--- src/hdl/apl_pkg.sv ---
package apl_pkg;

  localparam int SAMPLE_W = 16;
  localparam int LEVEL_W  = 7;
  localparam int VOL_W    = 7;
  localparam int PROD_W   = 22;   // |sample| * volume, at most 3276800
  localparam int RECIP_W  = 23;
  localparam int WIDE_W   = PROD_W + RECIP_W;
  localparam int SUM_W    = 10;   // old*7 + new, at most 800

  typedef logic [SAMPLE_W-1:0] mag_t;
  typedef logic [LEVEL_W-1:0]  level_t;
  typedef logic [VOL_W-1:0]    vol_t;
  typedef logic [PROD_W-1:0]   prod_t;
  typedef logic [WIDE_W-1:0]   wide_t;
  typedef logic [SUM_W-1:0]    sum_t;

  localparam vol_t   VOL_MAX      = 7'd100;
  localparam prod_t  PCT_SCALE    = 22'd100;
  localparam mag_t   FULL_SCALE   = 16'd32767;
  localparam int     FS_SHIFT     = 15;       // FULL_SCALE = 2^15 - 1
  localparam int     DECAY_SHIFT  = 3;        // divide by 8

  // floor(x/100) = (x * ceil(2^29/100)) >> 29, exact for x < 2^29/88
  localparam logic [RECIP_W-1:0] DIV100_MUL   = 23'd5368710;
  localparam int                 DIV100_SHIFT = 29;

  // floor(x/32767) for x <= 100*32768: quotient estimate from the top
  // bits, remainder stays below twice the divisor, one correction step.
  function automatic level_t div_full_scale(input prod_t x);
    level_t q0;
    mag_t   rem;
    q0  = x[PROD_W-1:FS_SHIFT];
    rem = {1'b0, x[FS_SHIFT-1:0]} + {{(SAMPLE_W-LEVEL_W){1'b0}}, q0};
    if (rem >= FULL_SCALE) begin
      div_full_scale = q0 + level_t'(1);
    end else begin
      div_full_scale = q0;
    end
  endfunction

endpackage

--- src/hdl/audio_peak_level_meter.sv ---
// Channel  Dir  Ports                                Contents
// in_      in   in_tvalid/in_tready/in_tdata/in_tlast  PCM sample, tlast = last of buffer
// out_     out  out_tvalid/out_tready/out_tdata        smoothed level, one per buffer
// cfg_     in   cfg_wr_en/cfg_wr_data                  volume percent
//
// One item per clock sustained while out_ does not hold back results. A last
// item's level passes the input reg, gain product, divide by 100, peak
// scale and level stages and is registered at the output; the limit is
// the peak compare in the divide stage, one compare per cycle.
// rst_n is synchronous, active low: empties the pipeline, clears peak and
// level, sets volume to 100.
// A waiting result stalls only the level stage; non-last items keep
// flowing until a second level is ready behind the held one.
module audio_peak_level_meter (
  input  logic        clk,
  input  logic        rst_n,
  input  logic        in_tvalid,
  output logic        in_tready,
  input  logic [15:0] in_tdata,     // [15:0] sample (signed)
  input  logic        in_tlast,     // last_sample
  output logic        out_tvalid,
  input  logic        out_tready,
  output logic [7:0]  out_tdata,    // [6:0] level, [7] zero
  input  logic        cfg_wr_en,
  input  logic [6:0]  cfg_wr_data   // volume_percent
);

  // volume, saturated at write time
  apl_pkg::vol_t   vol_r;

  // stage 0: input register
  logic            s0_vld_r;
  apl_pkg::mag_t   s0_smp_r;
  logic            s0_last_r;
  // stage 1: |sample| * volume
  logic            s1_vld_r;
  apl_pkg::prod_t  s1_prod_r;
  logic            s1_last_r;
  // stage 2: scaled magnitude, peak tracking
  logic            s2_vld_r;
  apl_pkg::mag_t   s2_mag_r;
  logic            s2_last_r;
  // stage 3: peak * 100, last items only
  logic            s3_vld_r;
  apl_pkg::prod_t  s3_pk100_r;
  // result
  logic            out_vld_r;
  apl_pkg::level_t out_lvl_r;

  apl_pkg::mag_t   peak_r;
  apl_pkg::level_t level_r;

  logic            out_free, s3_free, s2_free, s1_free, s0_free;
  logic            mv3, mv2, mv1, mv0, in_acc;

  apl_pkg::mag_t   abs_nxt;
  apl_pkg::prod_t  prod_nxt;
  apl_pkg::wide_t  recip_prod;
  apl_pkg::mag_t   mag_nxt;
  apl_pkg::mag_t   peak_max;
  apl_pkg::prod_t  pk100_nxt;
  apl_pkg::level_t fresh;
  apl_pkg::sum_t   decay_sum;
  apl_pkg::level_t level_nxt;

  // Flow control: a stage takes new data when empty or draining.
  // Non-last items end at stage 2, so only levels wait for out_tready.
  assign out_free  = !out_vld_r || out_tready;
  assign mv3       = s3_vld_r && out_free;
  assign s3_free   = !s3_vld_r || out_free;
  assign mv2       = s2_vld_r && (!s2_last_r || s3_free);
  assign s2_free   = !s2_vld_r || mv2;
  assign mv1       = s1_vld_r && s2_free;
  assign s1_free   = !s1_vld_r || s2_free;
  assign mv0       = s0_vld_r && s1_free;
  assign s0_free   = !s0_vld_r || s1_free;
  assign in_tready = s0_free;
  assign in_acc    = in_tvalid && s0_free;

  // Datapath
  always_comb begin
    // two's complement magnitude; -32768 gives 32768 unsigned
    abs_nxt    = s0_smp_r[15] ? (~s0_smp_r + apl_pkg::mag_t'(1)) : s0_smp_r;
    prod_nxt   = {{(apl_pkg::PROD_W - apl_pkg::SAMPLE_W){1'b0}}, abs_nxt}
               * {{(apl_pkg::PROD_W - apl_pkg::VOL_W){1'b0}}, vol_r};
    recip_prod = {{apl_pkg::RECIP_W{1'b0}}, s1_prod_r}
               * {{apl_pkg::PROD_W{1'b0}}, apl_pkg::DIV100_MUL};
    mag_nxt    = recip_prod[apl_pkg::DIV100_SHIFT +: apl_pkg::SAMPLE_W];
    peak_max   = (s2_mag_r > peak_r) ? s2_mag_r : peak_r;
    pk100_nxt  = {{(apl_pkg::PROD_W - apl_pkg::SAMPLE_W){1'b0}}, peak_max}
               * apl_pkg::PCT_SCALE;
    fresh      = apl_pkg::div_full_scale(s3_pk100_r);
    // old*7 + new = (old << 3) - old + new
    decay_sum  = ({{(apl_pkg::SUM_W - apl_pkg::LEVEL_W){1'b0}}, level_r}
                  << apl_pkg::DECAY_SHIFT)
               - {{(apl_pkg::SUM_W - apl_pkg::LEVEL_W){1'b0}}, level_r}
               + {{(apl_pkg::SUM_W - apl_pkg::LEVEL_W){1'b0}}, fresh};
    if (fresh > level_r) begin
      level_nxt = fresh;                     // fast attack
    end else begin
      level_nxt = decay_sum[apl_pkg::DECAY_SHIFT +: apl_pkg::LEVEL_W];
    end
  end

  // Control state
  always_ff @(posedge clk) begin
    if (!rst_n) begin
      vol_r     <= apl_pkg::VOL_MAX;
      s0_vld_r  <= 1'b0;
      s1_vld_r  <= 1'b0;
      s2_vld_r  <= 1'b0;
      s3_vld_r  <= 1'b0;
      out_vld_r <= 1'b0;
      peak_r    <= '0;
      level_r   <= '0;
    end else begin
      if (cfg_wr_en) begin
        vol_r <= (cfg_wr_data > apl_pkg::VOL_MAX) ? apl_pkg::VOL_MAX : cfg_wr_data;
      end
      if (s0_free) begin
        s0_vld_r <= in_tvalid;
      end
      if (s1_free) begin
        s1_vld_r <= s0_vld_r;
      end
      if (s2_free) begin
        s2_vld_r <= s1_vld_r;
      end
      if (s3_free) begin
        s3_vld_r <= mv2 && s2_last_r;
      end
      if (out_free) begin
        out_vld_r <= s3_vld_r;
      end
      if (mv2) begin
        peak_r <= s2_last_r ? '0 : peak_max;
      end
      if (mv3) begin
        level_r <= level_nxt;
      end
    end
  end

  // Payload
  always_ff @(posedge clk) begin
    if (in_acc) begin
      s0_smp_r  <= in_tdata;
      s0_last_r <= in_tlast;
    end
    if (mv0) begin
      s1_prod_r <= prod_nxt;
      s1_last_r <= s0_last_r;
    end
    if (mv1) begin
      s2_mag_r  <= mag_nxt;
      s2_last_r <= s1_last_r;
    end
    if (mv2 && s2_last_r) begin
      s3_pk100_r <= pk100_nxt;
    end
    if (mv3) begin
      out_lvl_r <= level_nxt;
    end
  end

  assign out_tvalid = out_vld_r;
  assign out_tdata  = {1'b0, out_lvl_r};

  // Checks
  a_vol_range: assert property (@(posedge clk) disable iff (!rst_n)
    vol_r <= apl_pkg::VOL_MAX)
    else $error("volume above 100");

  a_level_range: assert property (@(posedge clk) disable iff (!rst_n)
    level_r <= apl_pkg::VOL_MAX)
    else $error("stored level above 100");

  a_peak_clear: assert property (@(posedge clk) disable iff (!rst_n)
    (mv2 && s2_last_r) |=> (peak_r == '0))
    else $error("peak not cleared after buffer end");

  a_out_matches_level: assert property (@(posedge clk) disable iff (!rst_n)
    mv3 |=> (out_vld_r && (out_lvl_r == level_r)))
    else $error("emitted level differs from stored level");

endmodule
--- config.mk ---
export PLATFORM = sky130hd
export DESIGN_NAME = audio_peak_level_meter
export DESIGN_NICKNAME = d
export VERILOG_FILES = /design/src/hdl/apl_pkg.sv /design/src/hdl/audio_peak_level_meter.sv
export SDC_FILE = /design/constraint.sdc
export NUM_CORES = 1
export LEC_CHECK = 0
export ABC_CLOCK_PERIOD_IN_PS = 7150
export BUFFER_PORTS_ARGS = -buffer_cell sky130_fd_sc_hd__buf_2
export CAP_MARGIN = 40
export CORE_MARGIN = 10
export CORE_UTILIZATION = 60
export CTS_BUF_LIST = sky130_fd_sc_hd__clkbuf_8
export DETAILED_ROUTE_END_ITERATION = 7
export GPL_ROUTABILITY_DRIVEN = 1
export PLACE_DENSITY = 0.77
export SYNTH_ARGS = -nofsm -noshare
export SYNTH_HDL_FRONTEND = slang
export SYNTH_SLANG_ARGS = --single-unit
--- constraint.sdc ---
create_clock -name clk -period 7.15 [get_ports clk]
set_clock_uncertainty 0.2 [all_clocks]
set_input_delay 1.43 -clock clk [delete_from_list [all_inputs] [get_ports clk]]
set_output_delay 1.43 -clock clk [all_outputs]
set_load 0.1 [all_outputs]
==> results of run 1 <==
worst max-delay path by stage:
stage | slack (ns) | from | cells past startpoint | to
5_1_grt | 0.008 | s1_prod_r[13] | 21 | s2_mag_r[12]
6_report | 0.27 | s1_prod_r[9] | 21 | s2_mag_r[12]
3_3_place_gp | 0.49 | s1_prod_r[14] | 21 | s2_mag_r[12]
4_1_cts | 0.22 | s1_prod_r[9] | 21 | s2_mag_r[15]
3_5_place_dp | 0.25 | s1_prod_r[9] | 21 | s2_mag_r[15]
2_1_floorplan | 0.91 | s1_prod_r[13] | 21 | s2_mag_r[12]
timing repair:
item | CTS | global route
resized for setup | 0 | 2
hold buffers | 0 | 0
setup endpoints to repair | 0 | 2
metrics by stage:
stage / worst slack [ns] / instances
floorplan: 0.910 / 1834
global placement: 0.491 / 2262
detailed placement: 0.251 / 2263
CTS: 0.220 / 2295
global route: 0.00831 / 2295
finish: 0.273 / 2295
sequential cells by signal, summed over array words and instances (netlist names):
signal	flops
level_r	7
s1_last_r	1
s0_smp_r	16
s1_prod_r	22
s1_vld_r	1
out_tvalid	1
s0_last_r	1
s0_vld_r	1
s2_vld_r	1
s3_vld_r	1
out_lvl_r	7
vol_r	7
s3_pk100_r	20
peak_r	16
s2_mag_r	16
s2_last_r	1
cell families (layout without fill, tap and decap cells):
logic type	Yosys count	after routing	share of synthesized area, %
and+or+nand+nor	320	320	9.11
buffers and inverters	440	505	8.79
muxes	21	21	1.22
other	1	1	0.0199
DFF	119	119	17.1
xor gates and xnor gates	78	78	3.66
AOI/OAI and AO/OA	229	229	8.12
adders and majority gates	626	626	52.0
layout by cell type (no fill, tap or decap), types with 7 or more instances in the layout:
| master | n |
|---|---|
| inv_1 | 422 |
| ha_1 | 363 |
| fa_1 | 263 |
| edfxtp_1 | 84 |
| nand2_1 | 72 |
| nor2b_1 | 66 |
| a21oi_1 | 62 |
| xnor2_1 | 45 |
| nor2_1 | 44 |
| buf_2 | 37 |
| dfxtp_1 | 35 |
| and2_1 | 33 |
| o21ai_0 | 32 |
| xor2_1 | 31 |
| a21o_1 | 30 |
| nand3_1 | 20 |
| nand2b_1 | 19 |
| clkbuf_8 | 17 |
| mux2_2 | 16 |
| a22o_1 | 16 |
| nor3_1 | 15 |
| o21a_1 | 14 |
| nand4_1 | 12 |
| a31oi_1 | 12 |
| and3_1 | 12 |
| a211oi_1 | 11 |
| buf_4 | 11 |
| or3_1 | 7 |
| o31ai_1 | 7 |
metal layers:
metal	vias up	wire length [um]	GRT usage, %
li1	6086	-	-
met1	6276	17000	26.0
met2	228	20900	40.2
met3	67	1540	3.49
met4	0	998	6.47
met5	-	0	0
area by class of cell:
cell class	instances	share of cell area, %
inverters	424	7.95
well taps	396	2.47
multi-input cells	1275	70.0
clock buffers	17	1.17
clock inverters	15	0.962
repair buffers	49	1.39
flip-flops and latches	119	16.1
==> impl_metrics.env, run 1 <==
export IMPL_run_status="finished, final reports clean"
export IMPL_synth_top_area_share_pct=27.9
export IMPL_drt_wirelength_per_cell_um=17.6
export IMPL_synth_commonest_cells="inv_1 (422), ha_1 (363), fa_1 (263)"
export IMPL_reg2reg_from="s1_prod_r[9]"
export IMPL_final_hold_violation_count=0
export IMPL_whs_endpoint="s1_last_r"
export IMPL_antenna_cells_inserted=0
export IMPL_cts_made_buffers=17
export IMPL_crit_path_frequent_cell="fa_1"
export IMPL_hpwl_um=35200
export IMPL_yosys_warnings=0
export IMPL_num_vias=12700
export IMPL_min_period_over_period_pct=96.2
export IMPL_synthesis_nets=2489
export IMPL_clock_sinks=119
export IMPL_design_die_area_sq_um=38900
export IMPL_worstSetupEndpointType="flop"
export IMPL_first_drt_iteration_drcs=572
export IMPL_final_core_utilization_pct=64.9
export IMPL_ctsHtreeMaxLevel=4
export IMPL_min_delay_path_depth=0
export IMPL_multi_input_gate_area_sq_um=14000
export IMPL_fill_cells=2415
export IMPL_vias_per_cell=5.52
export IMPL_finalInstanceArea_sq_um=20000
export IMPL_grt_setup_unrepaired="no"
export IMPL_dominantRegCellSynth="edfxtp_1"
export IMPL_setup_violations=0
export IMPL_syn_inst=1834
export IMPL_wl_um=40500
export IMPL_total_grt_usage_pct=22.0
export IMPL_hold_path_startpoint="s0_last_r"
export IMPL_synth_async_reset_ratio_pct=0
export IMPL_ff2ff_path_depth=21
export IMPL_initial_cell_density_of_the_core_pct=61.2
export IMPL_gp_congestion=0.976
export IMPL_cap_viol_max_count=0
export IMPL_crit_path_cell_trace="ha_1 -> inv_1 -> fa_1 -> fa_1 -> inv_1 -> ha_1 -> fa_1 -> fa_1 -> inv_1 -> fa_1 -> inv_1 -> ha_1 -> o211a_1 -> a21oi_1 -> a211oi_1 -> o311a_1 -> a21oi_1 -> o31ai_1 -> o21a_1 -> a21oi_1 -> xnor2_1"
export IMPL_insertion_delay_to_the_later_sink_of_the_worst_skew_pair_ns=0.48
export IMPL_finalWorstPathRequiredPeriod_ns=6.88
export IMPL_grt_start_max_net_pins=24
export IMPL_first_pass_drt_iterations=4
export IMPL_critPathRequiredTime_ns=7.16
export IMPL_die_w_um=197
export IMPL_cpMaxStageDelayCell="edfxtp_1"
export IMPL_port_buffer_count=37
export IMPL_crit_path_max_fanout=8
export IMPL_pin_count=39
export IMPL_synth_area_leader_cell="fa_1"
export IMPL_cts_clk_slew_worst_paths_ns=0.08
export IMPL_endpoint_arrival_time_on_the_critical_path_ns=6.89
export IMPL_register_area_sq_um=3220
export IMPL_netlist_cell_type_count=63
export IMPL_yosys_cell_count_top_type="inv_1"
export IMPL_avgSynthCellArea_sq_um=10.3
export IMPL_setup_tns_final_ns=0
export IMPL_hold_ws_ns=0.236
export IMPL_detailed_place_area_sq_um=19600
export IMPL_nNetsFinal=2541
export IMPL_synth_seq_area_share_pct=17.1
export IMPL_cts_tree="done"
export IMPL_placementRows=64
export IMPL_globalRoute_totalOverflow=0
export IMPL_reg_to_reg_end="s2_mag_r[12]"
export IMPL_synth_edf_count=84
export IMPL_grt_pass1_vias=13700
export IMPL_timing_fmax_ghz=0.145
export IMPL_initial_antenna_violation_count=0
export IMPL_reg2reg_setup_slack_ns=0.27
export IMPL_critical_path_max_stage_delay_ns=0.57
export IMPL_areaGrowthSynthToFinish_pct=6.15
export IMPL_post_synth_main_area_contributors="fa_1 (28%), ha_1 (24%), edfxtp_1 (13%)"
export IMPL_hold_class="flop to flop"
export IMPL_transition_time_at_the_pin_with_the_least_slew_margin_ns=0.793
export IMPL_drtAntennaViolNets=0
export IMPL_fraction_of_layout_instances_using_a_drive_strength_above_1_pct=6.21
export IMPL_critical_path_class="flop to flop"
export IMPL_synth_area_sq_um=18900
export IMPL_worst_path_top_cell_family_by_delay="adder cells"
export IMPL_postSynthRegisterBits=119
export IMPL_cts_post_setup_buffers_inserted=0
export IMPL_cts_buffer_depth=2
export IMPL_slew_violations=0
export IMPL_critical_path_buf_inv_count=4
export IMPL_clk_root_buffer_cell="clkbuf_8"
export IMPL_coreArea_sq_um=30800
export IMPL_grt_pass1_wl_um=67800
export IMPL_timing_max_slew_rel_slack_pct=46.6
export IMPL_crit_path_launch_type="flop"
export IMPL_drc_errors=0
export IMPL_chipHeight_um=197
Power of run 1 is left out: the tool's default activity adds up to more than one toggle a clock period on the data nets, which glitch-free logic cannot reach.
==> inputs of run 2 (changes only) <==
--- a/config.mk
+++ b/config.mk
@@ -5,6 +5,7 @@
 export SDC_FILE = /design/constraint.sdc
 export NUM_CORES = 1
 export LEC_CHECK = 0
+export ABC_AREA = 1
 export ABC_CLOCK_PERIOD_IN_PS = 7150
 export BUFFER_PORTS_ARGS = -buffer_cell sky130_fd_sc_hd__buf_2
 export CAP_MARGIN = 40
==> impl_metrics.env, run 2 <==
export IMPL_run_status="finished, final reports clean"
export IMPL_wl_um=48400
export IMPL_synth_area_sq_um=20200
export IMPL_final_core_utilization_pct=63.6
export IMPL_cpMaxStageDelayCell="fa_1"
export IMPL_largest_register_ff_count=22
export IMPL_register_area_sq_um=3220
export IMPL_synth_async_reset_ratio_pct=0
export IMPL_final_cell_count_no_fill=2832
export IMPL_reg2reg_setup_slack_ns=0.69
export IMPL_cts_tree="done"
export IMPL_synth_area_leader_cell="fa_1"
export IMPL_critical_path_class="flop to flop"
export IMPL_chipHeight_um=203
export IMPL_insertion_delay_to_the_later_sink_of_the_worst_skew_pair_ns=0.48
export IMPL_placementRows=67
export IMPL_postSynthRegisterBits=119
export IMPL_ctsHtreeMaxLevel=4
export IMPL_vias_per_cell=5.40
export IMPL_crit_path_max_fanout=8
export IMPL_synthesis_nets=2988
export IMPL_post_synth_main_area_contributors="fa_1 (26%), ha_1 (23%), edfxtp_1 (13%)"
export IMPL_critPathRequiredTime_ns=7.17
export IMPL_xor_xnor_fraction_of_synth_area_pct=2.87
export IMPL_cts_clk_slew_worst_paths_ns=0.09
export IMPL_avgSynthCellArea_sq_um=8.65
export IMPL_netlist_cell_type_count=51
export IMPL_die_w_um=203
export IMPL_pin_count=39
export IMPL_clk_root_buffer_cell="clkbuf_8"
export IMPL_crit_path_frequent_cell="inv_1"
export IMPL_drc_errors=0
export IMPL_antenna_cells_inserted=0
export IMPL_setup_violations=0
export IMPL_first_pass_drt_iterations=6
export IMPL_min_period_over_period_pct=90.4
export IMPL_synth_top_area_share_pct=26.1
export IMPL_num_vias=15300
export IMPL_synth_edf_count=84
export IMPL_cts_buffer_depth=2
export IMPL_initial_antenna_violation_count=0
export IMPL_fill_cells=2825
export IMPL_synth_compound_area_share_pct=7.24
export IMPL_cts_made_buffers=17
export IMPL_synth_seq_area_share_pct=16.0
export IMPL_mostFrequentLayoutCell="inv_1"
export IMPL_cts_post_setup_buffers_inserted=0
export IMPL_yosys_cell_count_top_type="inv_1"
export IMPL_cap_viol_max_count=0
export IMPL_placed_cells_incl_taps=2800
export IMPL_endpoint_arrival_time_on_the_critical_path_ns=6.48
export IMPL_drtAntennaViolNets=0
export IMPL_gp_congestion=0.980
export IMPL_areaGrowthSynthToFinish_pct=5.16
export IMPL_port_buffer_count=37
export IMPL_transition_time_at_the_pin_with_the_least_slew_margin_ns=0.760
export IMPL_slew_violations=0
export IMPL_total_grt_usage_pct=24.3
export IMPL_synth_top_family_by_area="adder cells"
export IMPL_hold_class="flop to flop"
export IMPL_crit_path_launch_type="flop"
export IMPL_layout_cells_most_common_list="inv_1 (564), ha_1 (363), nand2_1 (345)"
export IMPL_worstSetupEndpointType="flop"
export IMPL_timing_max_slew_rel_slack_pct=49.3
export IMPL_biggestRegsByFlops="s1_prod_r (22), s3_pk100_r (20)"
export IMPL_coreArea_sq_um=33400
export IMPL_grt_pass1_wl_um=80700
export IMPL_grt_setup_unrepaired="no"
export IMPL_setup_tns_final_ns=0
export IMPL_clock_sinks=119
export IMPL_final_hold_violation_count=0
export IMPL_grt_pass1_vias=16000
export IMPL_post_synth_fa_ha_maj_area_fraction_pct=48.6
export IMPL_grt_start_max_net_pins=24
export IMPL_hpwl_um=42300
export IMPL_synth_commonest_cells="inv_1 (563), ha_1 (363), nand2_1 (345)"
export IMPL_first_drt_iteration_drcs=1055
export IMPL_dominantRegCellSynth="edfxtp_1"
export IMPL_nNetsFinal=3026
export IMPL_finalWorstPathRequiredPeriod_ns=6.46
export IMPL_post_synthesis_mux_area_share_pct=0
export IMPL_post_cts_resized=0
export IMPL_yosys_warnings=0
export IMPL_initial_cell_density_of_the_core_pct=60.5
export IMPL_synth_simple_area_share_pct=14.0
export IMPL_multi_input_gate_area_sq_um=14700
export IMPL_regMostFlops="s1_prod_r"
export IMPL_timing_fmax_ghz=0.155
export IMPL_globalRoute_totalOverflow=0
export IMPL_syn_inst=2333
export IMPL_drt_wirelength_per_cell_um=17.1
export IMPL_design_die_area_sq_um=41400
export IMPL_fraction_of_layout_instances_using_a_drive_strength_above_1_pct=4.74
export IMPL_hold_ws_ns=0.229
export IMPL_ctsHoldBuffers=0
export IMPL_critical_path_max_stage_delay_ns=0.56
## run 2: path summary, 6_finish.rpt
kind,start,end,cells past startpoint
max reg2reg,s0_smp_r[0],s1_prod_r[21],28
min,s1_last_r,s2_last_r,0
max,s0_smp_r[0],s1_prod_r[21],28
min reg2reg,s1_last_r,s2_last_r,0
## run 2: per-stage QoR
step | area (sq um) | setup slack, ns
floorplan | 20200 | 1.38
global placement | 20800 | 0.812
detailed placement | 20900 | 0.694
CTS | 21200 | 0.665
global route | 21200 | 0.210
finish | 21200 | 0.686
## run 2: layout make-up
class	instances	share of cell area (%)
repair buffers	41	1.11
well taps	448	2.64
clock inverters	15	0.602
flip-flops and latches	119	15.2
inverters	573	10.1
clock buffers	17	1.10
multi-input cells	1619	69.2
## run 2: kinds of logic after synthesis
family / Yosys count
and+or+nand+nor: 667
adders and majority gates: 626
buffers and inverters: 595
AOI/OAI and AO/OA: 261
DFF: 119
xor gates and xnor gates: 64
other: 1
## run 2: worst max-delay path, delay by kind of cell (launching register included)
kind | cells | cell delay [ns]
flops | 1 | 0.54
compound gates | 1 | 0.36
buf+inv | 8 | 0.47
simple gates | 12 | 1.58
xor+xnor | 1 | 0.44
fa+ha+maj | 6 | 2.61
## run 2: metal layers
layer | vias up | part of all wire, % | GRT usage (%)
met1 | 7363 | 43 | 32.3
met3 | 83 | 5.7 | 3.70
met4 | 0 | 2.6 | 7.25
met5 | - | 0 | 0
li1 | 7416 | - | -
met2 | 426 | 48 | 40.3
Power of run 2 is left out for the same reason.
==> inputs of run 3 (changes only) <==
--- a/config.mk
+++ b/config.mk
@@ -9,7 +9,7 @@
 export ABC_CLOCK_PERIOD_IN_PS = 7150
 export BUFFER_PORTS_ARGS = -buffer_cell sky130_fd_sc_hd__buf_2
 export CAP_MARGIN = 40
-export CORE_MARGIN = 10
+export CORE_MARGIN = 4
 export CORE_UTILIZATION = 60
 export CTS_BUF_LIST = sky130_fd_sc_hd__clkbuf_8
 export DETAILED_ROUTE_END_ITERATION = 7
==> impl_metrics.env, run 3 (synthesized netlist as in run 2, its figures left out) <==
export IMPL_run_status="finished, final reports clean"
export IMPL_critPathRequiredTime_ns=7.22
export IMPL_fill_cells=2758
export IMPL_crit_path_max_fanout=8
export IMPL_clock_sinks=119
export IMPL_first_pass_drt_iterations=6
export IMPL_nNetsFinal=3026
export IMPL_chipHeight_um=191
export IMPL_antenna_cells_inserted=0
export IMPL_hold_class="flop to flop"
export IMPL_grt_start_max_net_pins=24
export IMPL_vias_per_cell=5.47
export IMPL_port_buffer_count=37
export IMPL_grt_pass1_wl_um=79000
export IMPL_areaGrowthSynthToFinish_pct=5.32
export IMPL_insertion_delay_to_the_later_sink_of_the_worst_skew_pair_ns=0.47
export IMPL_wl_um=48200
export IMPL_drt_wirelength_per_cell_um=17.1
export IMPL_ctsHoldBuffers=0
export IMPL_final_hold_violation_count=0
export IMPL_grt_pass1_vias=15800
export IMPL_biggestRegsByFlops="s1_prod_r (22), s3_pk100_r (20)"
export IMPL_critical_path_class="flop to flop"
export IMPL_met3_length_um=2760
export IMPL_critical_path_max_stage_delay_ns=0.55
export IMPL_mostFrequentLayoutCell="inv_1"
export IMPL_total_grt_usage_pct=27.3
export IMPL_crit_path_launch_type="flop"
export IMPL_cts_post_setup_buffers_inserted=0
export IMPL_wl_met2_um=22900
export IMPL_cts_made_buffers=17
export IMPL_setup_tns_final_ns=0
export IMPL_post_cts_resized=0
export IMPL_worstSetupEndpointType="flop"
export IMPL_hold_ws_ns=0.219
export IMPL_timing_fmax_ghz=0.157
export IMPL_num_vias=15500
export IMPL_gp_congestion=0.956
export IMPL_timing_max_slew_rel_slack_pct=48.4
export IMPL_layout_cells_most_common_list="inv_1 (563), ha_1 (363), nand2_1 (345)"
export IMPL_globalRoute_totalOverflow=0
export IMPL_pin_count=39
export IMPL_min_period_over_period_pct=89.0
export IMPL_cts_tree="done"
export IMPL_design_die_area_sq_um=36600
export IMPL_die_w_um=191
export IMPL_cts_clk_slew_worst_paths_ns=0.09
export IMPL_first_drt_iteration_drcs=1067
export IMPL_endpoint_arrival_time_on_the_critical_path_ns=6.44
export IMPL_coreArea_sq_um=32900
export IMPL_clk_root_buffer_cell="clkbuf_8"
export IMPL_drtAntennaViolNets=0
export IMPL_cpMaxStageDelayCell="fa_1"
export IMPL_initial_cell_density_of_the_core_pct=61.4
export IMPL_hpwl_um=41700
export IMPL_finalWorstPathRequiredPeriod_ns=6.36
export IMPL_slew_violations=0
export IMPL_drc_errors=0
export IMPL_ctsHtreeMaxLevel=4
export IMPL_highest_signal_layer="met4"
export IMPL_transition_time_at_the_pin_with_the_least_slew_margin_ns=0.773
export IMPL_fraction_of_layout_instances_using_a_drive_strength_above_1_pct=4.74
export IMPL_placementRows=66
export IMPL_grt_setup_unrepaired="no"
export IMPL_cts_buffer_depth=2
export IMPL_m1WireLength_um=21300
export IMPL_crit_path_frequent_cell="inv_1"
export IMPL_setup_violations=0
export IMPL_initial_antenna_violation_count=0
export IMPL_largest_register_ff_count=22
export IMPL_cap_viol_max_count=0
export IMPL_regMostFlops="s1_prod_r"
[run 3: cell count changes in the layout (fill, tap and decap cells not counted), sizes merged]
| cell | change |
|---|---|
| bufinv | +1 |
| clkinvlp | -2 |
| clkinv | +1 |
[run 3: worst paths after layout]
kind              depth (start not counted)         from  slack (ns)       endpoint
setup / recovery                         25  s0_smp_r[0]        0.79  s1_prod_r[20]
hold / removal                            0    s1_last_r        0.22      s2_last_r
setup reg to reg                         25  s0_smp_r[0]        0.79  s1_prod_r[20]
hold reg to reg                           0    s1_last_r        0.22      s2_last_r
[run 3: layout make-up]
type	count	area [sq um]	area share (%)
multi-input combinational	1619	14700	69.1
sequential	119	3220	15.2
inverter	573	2150	10.1
tap	442	553	2.60
timing repair buffer	41	235	1.11
clock buffer	17	234	1.10
clock inverter	15	168	0.789
[run 3: through the flow]
| stage | utilization [%] | instances | setup slack (ns) | instance area [sq um] |
|---|---|---|---|---|
| global route | 64.7 | 2826 | 0.380 | 21200 |
| finish | 64.7 | 2826 | 0.786 | 21200 |
| global placement | 63.3 | 2792 | 0.890 | 20800 |
| CTS | 64.7 | 2826 | 0.760 | 21200 |
| detailed placement | 63.4 | 2794 | 0.821 | 20800 |
| floorplan | - | 2333 | 1.38 | 20200 |
[run 3: routing by layer]
layer / GRT usage, % / vias to the layer above
met2: 45.2 / 429
met3: 5.06 / 91
met1: 37.3 / 7492
met4: 7.18 / 0
li1: - / 7444
met5: 0 / -
[run 3: worst max-delay path, delay by kind of cell (launching register included)]
family                     cells  cell delay, ns
DFF                            1            0.54
xor gates and xnor gates       2            0.68
and+or+nand+nor                9            1.39
buffers and inverters          7            0.42
AOI/OAI and AO/OA              1            0.35
adders and majority gates      6            2.57
Power of run 3 is left out for the same reason.
